### config.mk
export PLATFORM = sky130hd
export DESIGN_NAME = char_stack_with_dedupe
export DESIGN_NICKNAME = d
export VERILOG_FILES = /design/src/design/cswd_pkg.sv /design/src/design/cswd_mem.sv /design/src/design/cswd_seq.sv /design/src/design/char_stack_with_dedupe.sv
export SDC_FILE = /design/constraint.sdc
export NUM_CORES = 1
export LEC_CHECK = 0
export BUFFER_PORTS_ARGS = -buffer_cell sky130_fd_sc_hd__buf_2
export CORE_ASPECT_RATIO = 0.9
export CORE_MARGIN = 4
export CORE_UTILIZATION = 60
export CTS_BUF_LIST = sky130_fd_sc_hd__clkbuf_2 sky130_fd_sc_hd__clkbuf_4 sky130_fd_sc_hd__clkbuf_8
export CTS_CLUSTER_SIZE = 16
export DETAILED_ROUTE_END_ITERATION = 8
export PLACE_DENSITY = 0.79
export SLEW_MARGIN = 20
export SYNTH_ARGS = -nofsm -noshare
export SYNTH_HDL_FRONTEND = slang
export SYNTH_HIERARCHICAL = 1
export SYNTH_SLANG_ARGS = --single-unit
### constraint.sdc
create_clock -name clk -period 5.9 [get_ports clk]
set_input_delay 0.885 -clock clk [delete_from_list [all_inputs] [get_ports clk]]
set_output_delay 0.885 -clock clk [all_outputs]
set_load 0.02 [all_outputs]
### src/design/cswd_pkg.sv
// Shared types and constants for the byte stack with duplicate removal.
// No dependencies; every other design file imports this package.
package cswd_pkg;

  localparam int DEF_STACK_DEPTH = 16;
  localparam int DATA_W          = 8;
  localparam int COUNT_W         = 5;

  typedef enum logic [1:0] {
    ACT_PUSH   = 2'd0,
    ACT_POP    = 2'd1,
    ACT_PEEK   = 2'd2,
    ACT_DEDUPE = 2'd3
  } action_t;

  typedef enum logic [1:0] {
    ST_OK    = 2'd0,
    ST_EMPTY = 2'd1,
    ST_FULL  = 2'd2
  } status_t;

  typedef enum logic [2:0] {
    S_IDLE,
    S_RD_WAIT,
    S_DD_IW,
    S_DD_JW,
    S_DD_KEEP
  } state_t;

  typedef struct packed {
    logic                valid;
    logic [DATA_W-1:0]   data;
    logic [COUNT_W-1:0]  count;
    logic                empty;
    status_t             status;
  } rsp_t;

endpackage

### src/design/cswd_mem.sv
// Stack storage: one write port, one read port with registered read data.
// Depends on cswd_pkg for the data width.
module cswd_mem
  import cswd_pkg::*;
#(
  parameter int STACK_DEPTH = DEF_STACK_DEPTH,
  localparam int AW = (STACK_DEPTH > 1) ? $clog2(STACK_DEPTH) : 1
) (
  input  logic              clk,
  input  logic              we,
  input  logic [AW-1:0]     waddr,
  input  logic [DATA_W-1:0] wdata,
  input  logic [AW-1:0]     raddr,
  output logic [DATA_W-1:0] rdata
);

  logic [DATA_W-1:0] mem_r [STACK_DEPTH];
  logic [DATA_W-1:0] rdata_r;

  always_ff @(posedge clk) begin
    if (we) begin
      mem_r[waddr] <= wdata;
    end
  end

  always_ff @(posedge clk) begin
    rdata_r <= mem_r[raddr];
  end

  assign rdata = rdata_r;

endmodule

### src/design/cswd_seq.sv
// Sequencer for push, pop, peek and the duplicate-removal walk, with the
// shared byte comparator. Depends on cswd_pkg; drives the cswd_mem ports.
module cswd_seq
  import cswd_pkg::*;
#(
  parameter int STACK_DEPTH = DEF_STACK_DEPTH,
  localparam int AW = (STACK_DEPTH > 1) ? $clog2(STACK_DEPTH) : 1,
  localparam int CW = $clog2(STACK_DEPTH + 1)
) (
  input  logic              clk,
  input  logic              rst_n,
  input  logic              start,
  input  logic [1:0]        in_action,
  input  logic [DATA_W-1:0] in_push_value,
  output logic              busy,
  output logic              mem_we,
  output logic [AW-1:0]     mem_waddr,
  output logic [DATA_W-1:0] mem_wdata,
  output logic [AW-1:0]     mem_raddr,
  input  logic [DATA_W-1:0] mem_rdata,
  output rsp_t              rsp
);

  state_t            state_r, state_nxt;
  action_t           act_r, act_nxt;
  logic [CW-1:0]     count_r, count_nxt;
  logic [CW-1:0]     i_r, i_nxt;
  logic [CW-1:0]     j_r, j_nxt;
  logic [CW-1:0]     kept_r, kept_nxt;
  logic [DATA_W-1:0] v_r, v_nxt;

  logic [CW-1:0] top_idx;
  logic [CW-1:0] i_inc;
  logic [CW-1:0] j_inc;
  logic [CW-1:0] kept_inc;
  logic          last_i;
  logic          match;

  assign top_idx  = count_r - 1'b1;
  assign i_inc    = i_r + 1'b1;
  assign j_inc    = j_r + 1'b1;
  assign kept_inc = kept_r + 1'b1;
  assign last_i   = (i_inc == count_r);
  assign match    = (mem_rdata == v_r);

  always_ff @(posedge clk) begin
    if (!rst_n) begin
      state_r <= S_IDLE;
      count_r <= '0;
    end else begin
      state_r <= state_nxt;
      count_r <= count_nxt;
    end
  end

  always_ff @(posedge clk) begin
    act_r  <= act_nxt;
    i_r    <= i_nxt;
    j_r    <= j_nxt;
    kept_r <= kept_nxt;
    v_r    <= v_nxt;
  end

  always_comb begin
    state_nxt  = state_r;
    act_nxt    = act_r;
    count_nxt  = count_r;
    i_nxt      = i_r;
    j_nxt      = j_r;
    kept_nxt   = kept_r;
    v_nxt      = v_r;
    mem_we     = 1'b0;
    mem_waddr  = count_r[AW-1:0];
    mem_wdata  = in_push_value;
    mem_raddr  = '0;
    rsp        = '0;
    rsp.status = ST_OK;

    case (state_r)
      S_IDLE: begin
        if (start) begin
          act_nxt = action_t'(in_action);
          case (action_t'(in_action))
            ACT_PUSH: begin
              rsp.valid = 1'b1;
              if (count_r == CW'(STACK_DEPTH)) begin
                rsp.status = ST_FULL;
              end else begin
                mem_we    = 1'b1;
                count_nxt = count_r + 1'b1;
              end
            end
            ACT_POP, ACT_PEEK: begin
              if (count_r == '0) begin
                rsp.valid  = 1'b1;
                rsp.status = ST_EMPTY;
              end else begin
                mem_raddr = top_idx[AW-1:0];
                state_nxt = S_RD_WAIT;
              end
            end
            ACT_DEDUPE: begin
              if (count_r == '0) begin
                rsp.valid = 1'b1;
              end else begin
                // read the bottom entry to start the walk
                i_nxt     = '0;
                kept_nxt  = '0;
                state_nxt = S_DD_IW;
              end
            end
            default: ;
          endcase
        end
      end

      S_RD_WAIT: begin
        rsp.valid = 1'b1;
        rsp.data  = mem_rdata;
        if (act_r == ACT_POP) begin
          count_nxt = top_idx;
        end
        state_nxt = S_IDLE;
      end

      S_DD_IW: begin
        v_nxt = mem_rdata;
        if (kept_r == '0) begin
          state_nxt = S_DD_KEEP;
        end else begin
          j_nxt     = '0;
          state_nxt = S_DD_JW;
        end
      end

      S_DD_JW: begin
        if (match) begin
          // drop: value already held deeper
          if (last_i) begin
            count_nxt = kept_r;
            rsp.valid = 1'b1;
            state_nxt = S_IDLE;
          end else begin
            i_nxt     = i_inc;
            mem_raddr = i_inc[AW-1:0];
            state_nxt = S_DD_IW;
          end
        end else if (j_inc == kept_r) begin
          state_nxt = S_DD_KEEP;
        end else begin
          j_nxt     = j_inc;
          mem_raddr = j_inc[AW-1:0];
        end
      end

      S_DD_KEEP: begin
        mem_we    = 1'b1;
        mem_waddr = kept_r[AW-1:0];
        mem_wdata = v_r;
        kept_nxt  = kept_inc;
        if (last_i) begin
          count_nxt = kept_inc;
          rsp.valid = 1'b1;
          state_nxt = S_IDLE;
        end else begin
          i_nxt     = i_inc;
          mem_raddr = i_inc[AW-1:0];
          state_nxt = S_DD_IW;
        end
      end

      default: begin
        state_nxt = S_IDLE;
      end
    endcase

    rsp.count = COUNT_W'(count_nxt);
    rsp.empty = (count_nxt == '0);
  end

  assign busy = (state_r != S_IDLE);

  // keep the compare-path read address on the first compare of each entry
  // (index 0 is the mem_raddr default)

endmodule

### src/design/char_stack_with_dedupe.sv
// Byte stack with duplicate removal. Push: strobe in the cycle after start.
// Pop and peek: registered read, S_RD_WAIT, then the strobe register; on an empty
// stack the strobe comes in the cycle after start. Dedupe: one byte compare a cycle.
// busy stays high until the result is formed; the receiver cannot stall.
// Reset (rst_n low, synchronous) empties the stack; store contents are not cleared.
module char_stack_with_dedupe
  import cswd_pkg::*;
#(
  parameter int STACK_DEPTH = DEF_STACK_DEPTH,
  localparam int AW = (STACK_DEPTH > 1) ? $clog2(STACK_DEPTH) : 1
) (
  input  logic               clk,
  input  logic               rst_n,
  input  logic               start,
  output logic               busy,
  input  logic [1:0]         in_action,
  input  logic [DATA_W-1:0]  in_push_value,
  output logic               out_strobe,
  output logic [DATA_W-1:0]  out_data_out,
  output logic [COUNT_W-1:0] out_entry_count,
  output logic               out_is_empty,
  output logic [1:0]         out_status
);

  logic              mem_we;
  logic [AW-1:0]     mem_waddr;
  logic [DATA_W-1:0] mem_wdata;
  logic [AW-1:0]     mem_raddr;
  logic [DATA_W-1:0] mem_rdata;
  rsp_t              rsp;

  logic               strobe_r;
  logic [DATA_W-1:0]  data_r;
  logic [COUNT_W-1:0] count_r;
  logic               empty_r;
  status_t            status_r;

  cswd_seq #(
    .STACK_DEPTH (STACK_DEPTH)
  ) u_seq (
    .clk           (clk),
    .rst_n         (rst_n),
    .start         (start),
    .in_action     (in_action),
    .in_push_value (in_push_value),
    .busy          (busy),
    .mem_we        (mem_we),
    .mem_waddr     (mem_waddr),
    .mem_wdata     (mem_wdata),
    .mem_raddr     (mem_raddr),
    .mem_rdata     (mem_rdata),
    .rsp           (rsp)
  );

  cswd_mem #(
    .STACK_DEPTH (STACK_DEPTH)
  ) u_mem (
    .clk   (clk),
    .we    (mem_we),
    .waddr (mem_waddr),
    .wdata (mem_wdata),
    .raddr (mem_raddr),
    .rdata (mem_rdata)
  );

  always_ff @(posedge clk) begin
    if (!rst_n) begin
      strobe_r <= 1'b0;
    end else begin
      strobe_r <= rsp.valid;
    end
  end

  // hold the last result payload until the next one
  always_ff @(posedge clk) begin
    if (rsp.valid) begin
      data_r   <= rsp.data;
      count_r  <= rsp.count;
      empty_r  <= rsp.empty;
      status_r <= rsp.status;
    end
  end

  assign out_strobe      = strobe_r;
  assign out_data_out    = data_r;
  assign out_entry_count = count_r;
  assign out_is_empty    = empty_r;
  assign out_status      = status_r;

endmodule

Word-level counts from Yosys, hierarchy flattened
Memory sizes are Yosys's and may differ from the RTL's. A register that Yosys moved wholly into a read port is not among the register bits. Index checks and enable logic that the tools add are counted.

Equality and inequality tests: 23. Mux-type cells: 52. Reduce and logical (&&, ||, !) cells: 16. Add/sub/neg operators: 5.

Operators by type and width (number): 2-to-1 mux 5 bit (15); 2-to-1 mux 4 bit (7); adder 5 x 1 -> 5 bit, second input constant (4); one-hot mux 5 bit (2 select lines) (2); one-hot mux 5 bit (4 select lines) (1); 2-to-1 mux 3 bit (6); logical NOT 5 bit (3); one-hot mux 5 bit (3 select lines) (1); inequality test 2 bit, second input constant (6); one-hot mux 3 bit (4 select lines) (1); one-hot mux 4 bit (3 select lines) (1); equality test 5 bit (2); 2-to-1 mux 1 bit (10); AND reduction 5 bit (2); inequality test 3 bit, second input constant (3); equality test 8 bit (1); 2-to-1 mux 8 bit (1); AND reduction 4 bit (2); equality test 3 x 2 -> 1 bit, second input constant (2); one-hot mux 3 bit (2 select lines) (1); nonzero test 3 bit (2); equality test 5 bit, second input constant (1); subtractor 5 x 1 -> 5 bit, second input constant (1); equality test 2 x 1 -> 1 bit, second input constant (2); 15 further kinds (19).

Word-level logic and storage cells: 109. RAM bits: 128. Input port bits: 13. Register bits after elaboration: 50. Memories: 1.

Memories: u_mem.mem_r (words 16, width 8, rd ports 1, clocked after memory_dff 1, wr ports 1, RTL line cswd_mem.sv:17) `logic [DATA_W-1:0] mem_r [STACK_DEPTH];`.

Longest topological paths before layout
Depth after elaboration: 7. Mapped depth: 13. Depth with buffers taken out: 11.

Hierarchy
Netlist, hierarchy kept.

By module, submodules not included: cswd_mem (area an instance 5147.4 um^2, cells each 229, instances 1); cswd_seq (area an instance 2552.4 um^2, cells each 296, instances 1); char_stack_with_dedupe (area an instance 506.7 um^2, cells each 18, instances 1).

Worst setup path after synthesis
OpenSTA, ideal clock, no wires.

Path type: in2reg. Start: input in_action[0]. End: memory u_mem.mem_r[0][0], enable pin. Setup time: 0.383 ns. Setup slack: 2.843 ns. Stages on the path: 6. Arrival: 2.674 ns. Path through: inv_1 > ha_1 > a31oi_1 > nor3_1 > or3b_2 > nor3_1.

Word-level cells in the longest chain between the ends: 6.

Ends and longest elaborated chain: start, declared (RTL line char_stack_with_dedupe.sv:16) `input logic [1:0] in_action,`; logical NOT 2 bit (RTL line cswd_seq.sv:83) `case (action_t'(in_action))`; 2-to-1 mux 1 bit (RTL line cswd_seq.sv:83); 2-to-1 mux 1 bit (RTL line cswd_seq.sv:81) `if (start) begin`; one-hot mux 1 bit (2 select lines) (RTL line cswd_seq.sv:79) `case (state_r)`; named net mem_we (RTL line char_stack_with_dedupe.sv:25) `logic mem_we;`; 2-to-1 mux 1 bit (RTL line cswd_mem.sv:21) `if (we) begin`; 2-to-1 mux 1 bit (implied by the code) (RTL line cswd_mem.sv:22) `mem_r[waddr] <= wdata;`; end, declared (RTL line cswd_mem.sv:17).

The timed path passes the listed nets, and every way through them passes these cells.

Final worst setup path
Start: register u_seq.state_r[0]. End: register u_mem.rdata_r[4], in the netlist u_mem/rdata[4] (read register of u_mem.mem_r).

Word-level cells in the longest chain between the ends: 2.

Ends and longest elaborated chain: start, declared (RTL line cswd_seq.sv:24) `state_t state_r, state_nxt;`; start signal, assigned (RTL line cswd_seq.sv:51) `state_r <= state_nxt;`; equality test 3 bit (tied with other cells) (RTL line cswd_seq.sv:79); one-hot mux 4 bit (3 select lines) (*) (RTL line cswd_seq.sv:79); named net mem_raddr[0] (RTL line char_stack_with_dedupe.sv:28) `logic [AW-1:0] mem_raddr;`; end, declared (RTL line cswd_mem.sv:18) `logic [DATA_W-1:0] rdata_r;`.

The timed path passes the listed nets; every way through them passes the cells marked *. A chain may end at the register's enable or synchronous reset.

==> results by group <==
Routing
  – Via-per-instance ratio: 6.44
  – Antenna viol nets, final: 0
  – # DRC: 0
  – Vias: 4894
  – Drt first pass iters: 5
  – WL/cell: 23.3 µm
  – Drt first-iter violations: 517
  – Drt total wl: 17.7 mm

Timing
  – Slew Viols, Final: 0
  – Final setup violation count: 0
  – Slew Limit Headroom: 28.4%
  – Fin. Hold Viols: 0
  – Worst-margin pin slew: around 1.1 ns
  – Final period util: 65.2%
  – Max Clock Skew: around 0.011 ns
  – Min cycle time layout: 3.85 ns
  – RSZ-0062 raised after global routing: no
  – Setup TNS: 0 ns
  – FMAX: 260 MHz
  – Hold slack: 0.519 ns

Placed design
  – Port Buffers: 30
  – Placed Area: 8510 µm²
  – DP HPWL: 12.1 mm
  – RePlAce Congestion: 0.921
  – Placed cell count: 728

Finish
  – Share of cells above drive strength 1: 17.1%
  – Filler cell count: 939
  – Layout Cells excl Fill: 760
  – Synthesis-to-finish area growth: 8.43%
  – Final design utilization: between 60% and 70%
  – N_diodes: 0
  – Nets@finish: about 600
  – Finished Cell Area: 8900 µm²

Floorplanning
  – Core area: 13400 µm²
  – # rows: 40
  – Horiz. Die Dim: 131 µm
  – Starting density of the core: 61.4%
  – Top-Level Pins: 31
  – Die area: 15600 µm²
  – Die Ht: 119 µm

Hold path
  – Min-delay worst type: reg -> reg

Clock network
  – Post-CTS Setup Inserts: 0
  – Hold buffers post-CTS: 0
  – CTS tree: yes
  – Post-CTS sizing: 0
  – CTS root buf: clkbuf_8
  – Reg clk slew, reported paths: 0.10 ns
  – Clock Latency Late Sink: 0.46 ns
  – Max Root-Sink Buffers: 2
  – CTS Buf Count: 17
  – CTS sink cnt: ~190
  – H-tree depth: 4

Worst setup path
  – WS Path Type: reg -> reg
  – WP data arrival: approximately 4.2 ns
  – Setup crit end kind: flip-flop
  – CP Launch Type: flip-flop
  – CP max FO: 32
  – Worst EP required: 6.25 ns

Pwr
  – P per Cell Area: 273 nW/µm²
  – Max VDD drop: 0.000203 V
  – Leakage: 3.07 nW

Synthesis
  – Seq/Total Area, Yosys: between 60% and 70%
  – Syn Area/Cell: 15.1 µm²
  – Synth async-reset ratio: 0%
  – Mapped cell area: about 8200 µm²
  – EDFF count, synth: 169
  – Synth Register Bits: around 190
  – Synth unique cells: 58
  – Syn_nets: 567
  – Main synth FF type: edfxtp_1
  – Post-Synthesis Cells: 543
  – Warnings, synthesis: 6

Outcome
  – Status: finished, final reports clean

GRT
  – Number of global-route vias before repair: 4677
  – First-pass GRT wire length: between 20 and 30 mm
  – Gr usage total: 23.4%
  – Pin count of the biggest net entering global routing: 33
  – Initial antenna violation count: 0
  – GRT overflow: 0

Flow run
  – Max-Cap Viols: 0
-- area by class of cell --
cell class,count,area (µm²),share of cell area (%)
Inverter,13,48.8,0.548
Multi-Input combinational cell,322,2620,29.5
Tap cell,168,210,2.36
Clock inverter,13,135,1.52
Clock buffer,19,249,2.80
Timing Repair Buffer,39,218,2.45
Sequential cell,186,5420,60.9
-- worst max-delay path, cell delays in order (launching register included) --
cell,delay [ns]
dfxtp_1,0.60
nor2b_1,0.30
nand2_1,0.27
nor3_1,0.58
o21ai_0,0.28
o221ai_4,0.10
buf_4,0.55
mux4_1,0.66
a22oi_1,0.28
nand2_1,0.09
-- routing by layer --
metal  routed length (µm)  global-route usage [%]  vias up
met2                 8020                    34.4      250
met3                 1630                    5.91       34
li1                     -                       -     2153
met1                 7750                    34.8     2457
met5                    0                       0        -
met4                  285                    7.28        0
-- worst paths after layout --
kind                                                     from                     end  slack (ns)  depth (start not counted)
worst min-delay path                   u_mem/rdata[1]$_DFF_P_  u_seq/v_r[1]$_DFFE_PP_        0.52                          0
worst max-delay path            u_seq/state_r[0]$_SDFFE_PN0P_  u_mem/rdata[4]$_DFF_P_        2.05                          9
worst min register to register         u_mem/rdata[1]$_DFF_P_  u_seq/v_r[1]$_DFFE_PP_        0.52                          0
worst max register to register  u_seq/state_r[0]$_SDFFE_PN0P_  u_mem/rdata[4]$_DFF_P_        2.05                          9
-- registers in the layout, indices dropped and copies added, names as in the netlist, 2 cells and up --
signal	cells
u_mem/rdata	8
out_entry_count	5
u_seq/kept_r	5
u_seq/j_r	5
u_mem/mem_r	128
u_seq/act_r	2
out_data_out	8
u_seq/v_r	8
u_seq/count_r	5
out_status	2
u_seq/state_r	3
u_seq/i_r	5
-- cell usage after synthesis, types with 2 or more instances --
cell | number | share of area, %
a21boi_1 | 2 | 0.18
a21oi_1 | 10 | 0.61
a22oi_1 | 20 | 1.8
a31oi_1 | 3 | 0.23
and2_1 | 18 | 1.4
and3_1 | 4 | 0.30
buf_2 | 5 | 0.30
buf_6 | 5 | 0.69
clkbuf_1 | 8 | 0.37
clkdlybuf4s25_2 | 3 | 0.37
dfxtp_1 | 17 | 4.1
edfxtp_1 | 169 | 62
ha_1 | 11 | 1.7
inv_1 | 12 | 0.55
mux4_1 | 14 | 4.5
mux4_2 | 18 | 4.9
nand2_1 | 58 | 2.7
nand2b_1 | 4 | 0.30
nand3_1 | 12 | 0.73
nand3b_1 | 3 | 0.27
nand4_1 | 5 | 0.38
nand4bb_1 | 2 | 0.27
nor2_1 | 39 | 1.8
nor2b_1 | 3 | 0.23
nor3_1 | 11 | 0.67
nor3b_1 | 3 | 0.27
o21ai_0 | 12 | 0.73
o21ai_1 | 8 | 0.49
o221ai_1 | 2 | 0.21
xnor2_1 | 21 | 2.2
xor2_1 | 13 | 1.4
xor3_1 | 2 | 0.58
-- cells in the final DEF, fill, tap and decap left out, drive strengths merged, types with 19 or more instances in the layout --
master	count
edfxtp	169
mux4	32
and2	19
nand2	58
xnor2	21
a22oi	20
inv	19
nor2	39
buf	39
o21ai	20
clkbuf	19
-- logic make-up (layout without fill, tap and decap cells) --
| group | Yosys count | count (layout) | share of synthesized area (%) |
|---|---|---|---|
| buffers and inverters | 35 | 84 | 2.41 |
| xor gates and xnor gates | 36 | 36 | 4.21 |
| DFF | 186 | 186 | 66.0 |
| and+or+nand+nor | 173 | 173 | 10.6 |
| muxes | 34 | 34 | 9.68 |
| AOI/OAI and AO/OA | 68 | 68 | 5.46 |
| adders and majority gates | 11 | 11 | 1.68 |
-- power by group --
part           internal (W)  leakage (nW)  switching (W)
Clock              0.000356         0.192       0.000460
Combinational     0.0000507          1.19      0.0000889
Sequential          0.00146          1.69      0.0000173
Total               0.00186          3.07       0.000567
-- stage by stage --
step / setup WS, ns / power (W)
finish: 2.05 / 0.00243
global route: 1.84 / 0.00252
CTS: 2.11 / 0.00245
detailed placement: 2.08 / 0.00164
global placement: 2.02 / 0.00164
floorplan: 2.84 / 0.00159
(Power assumes the default switching activity.)
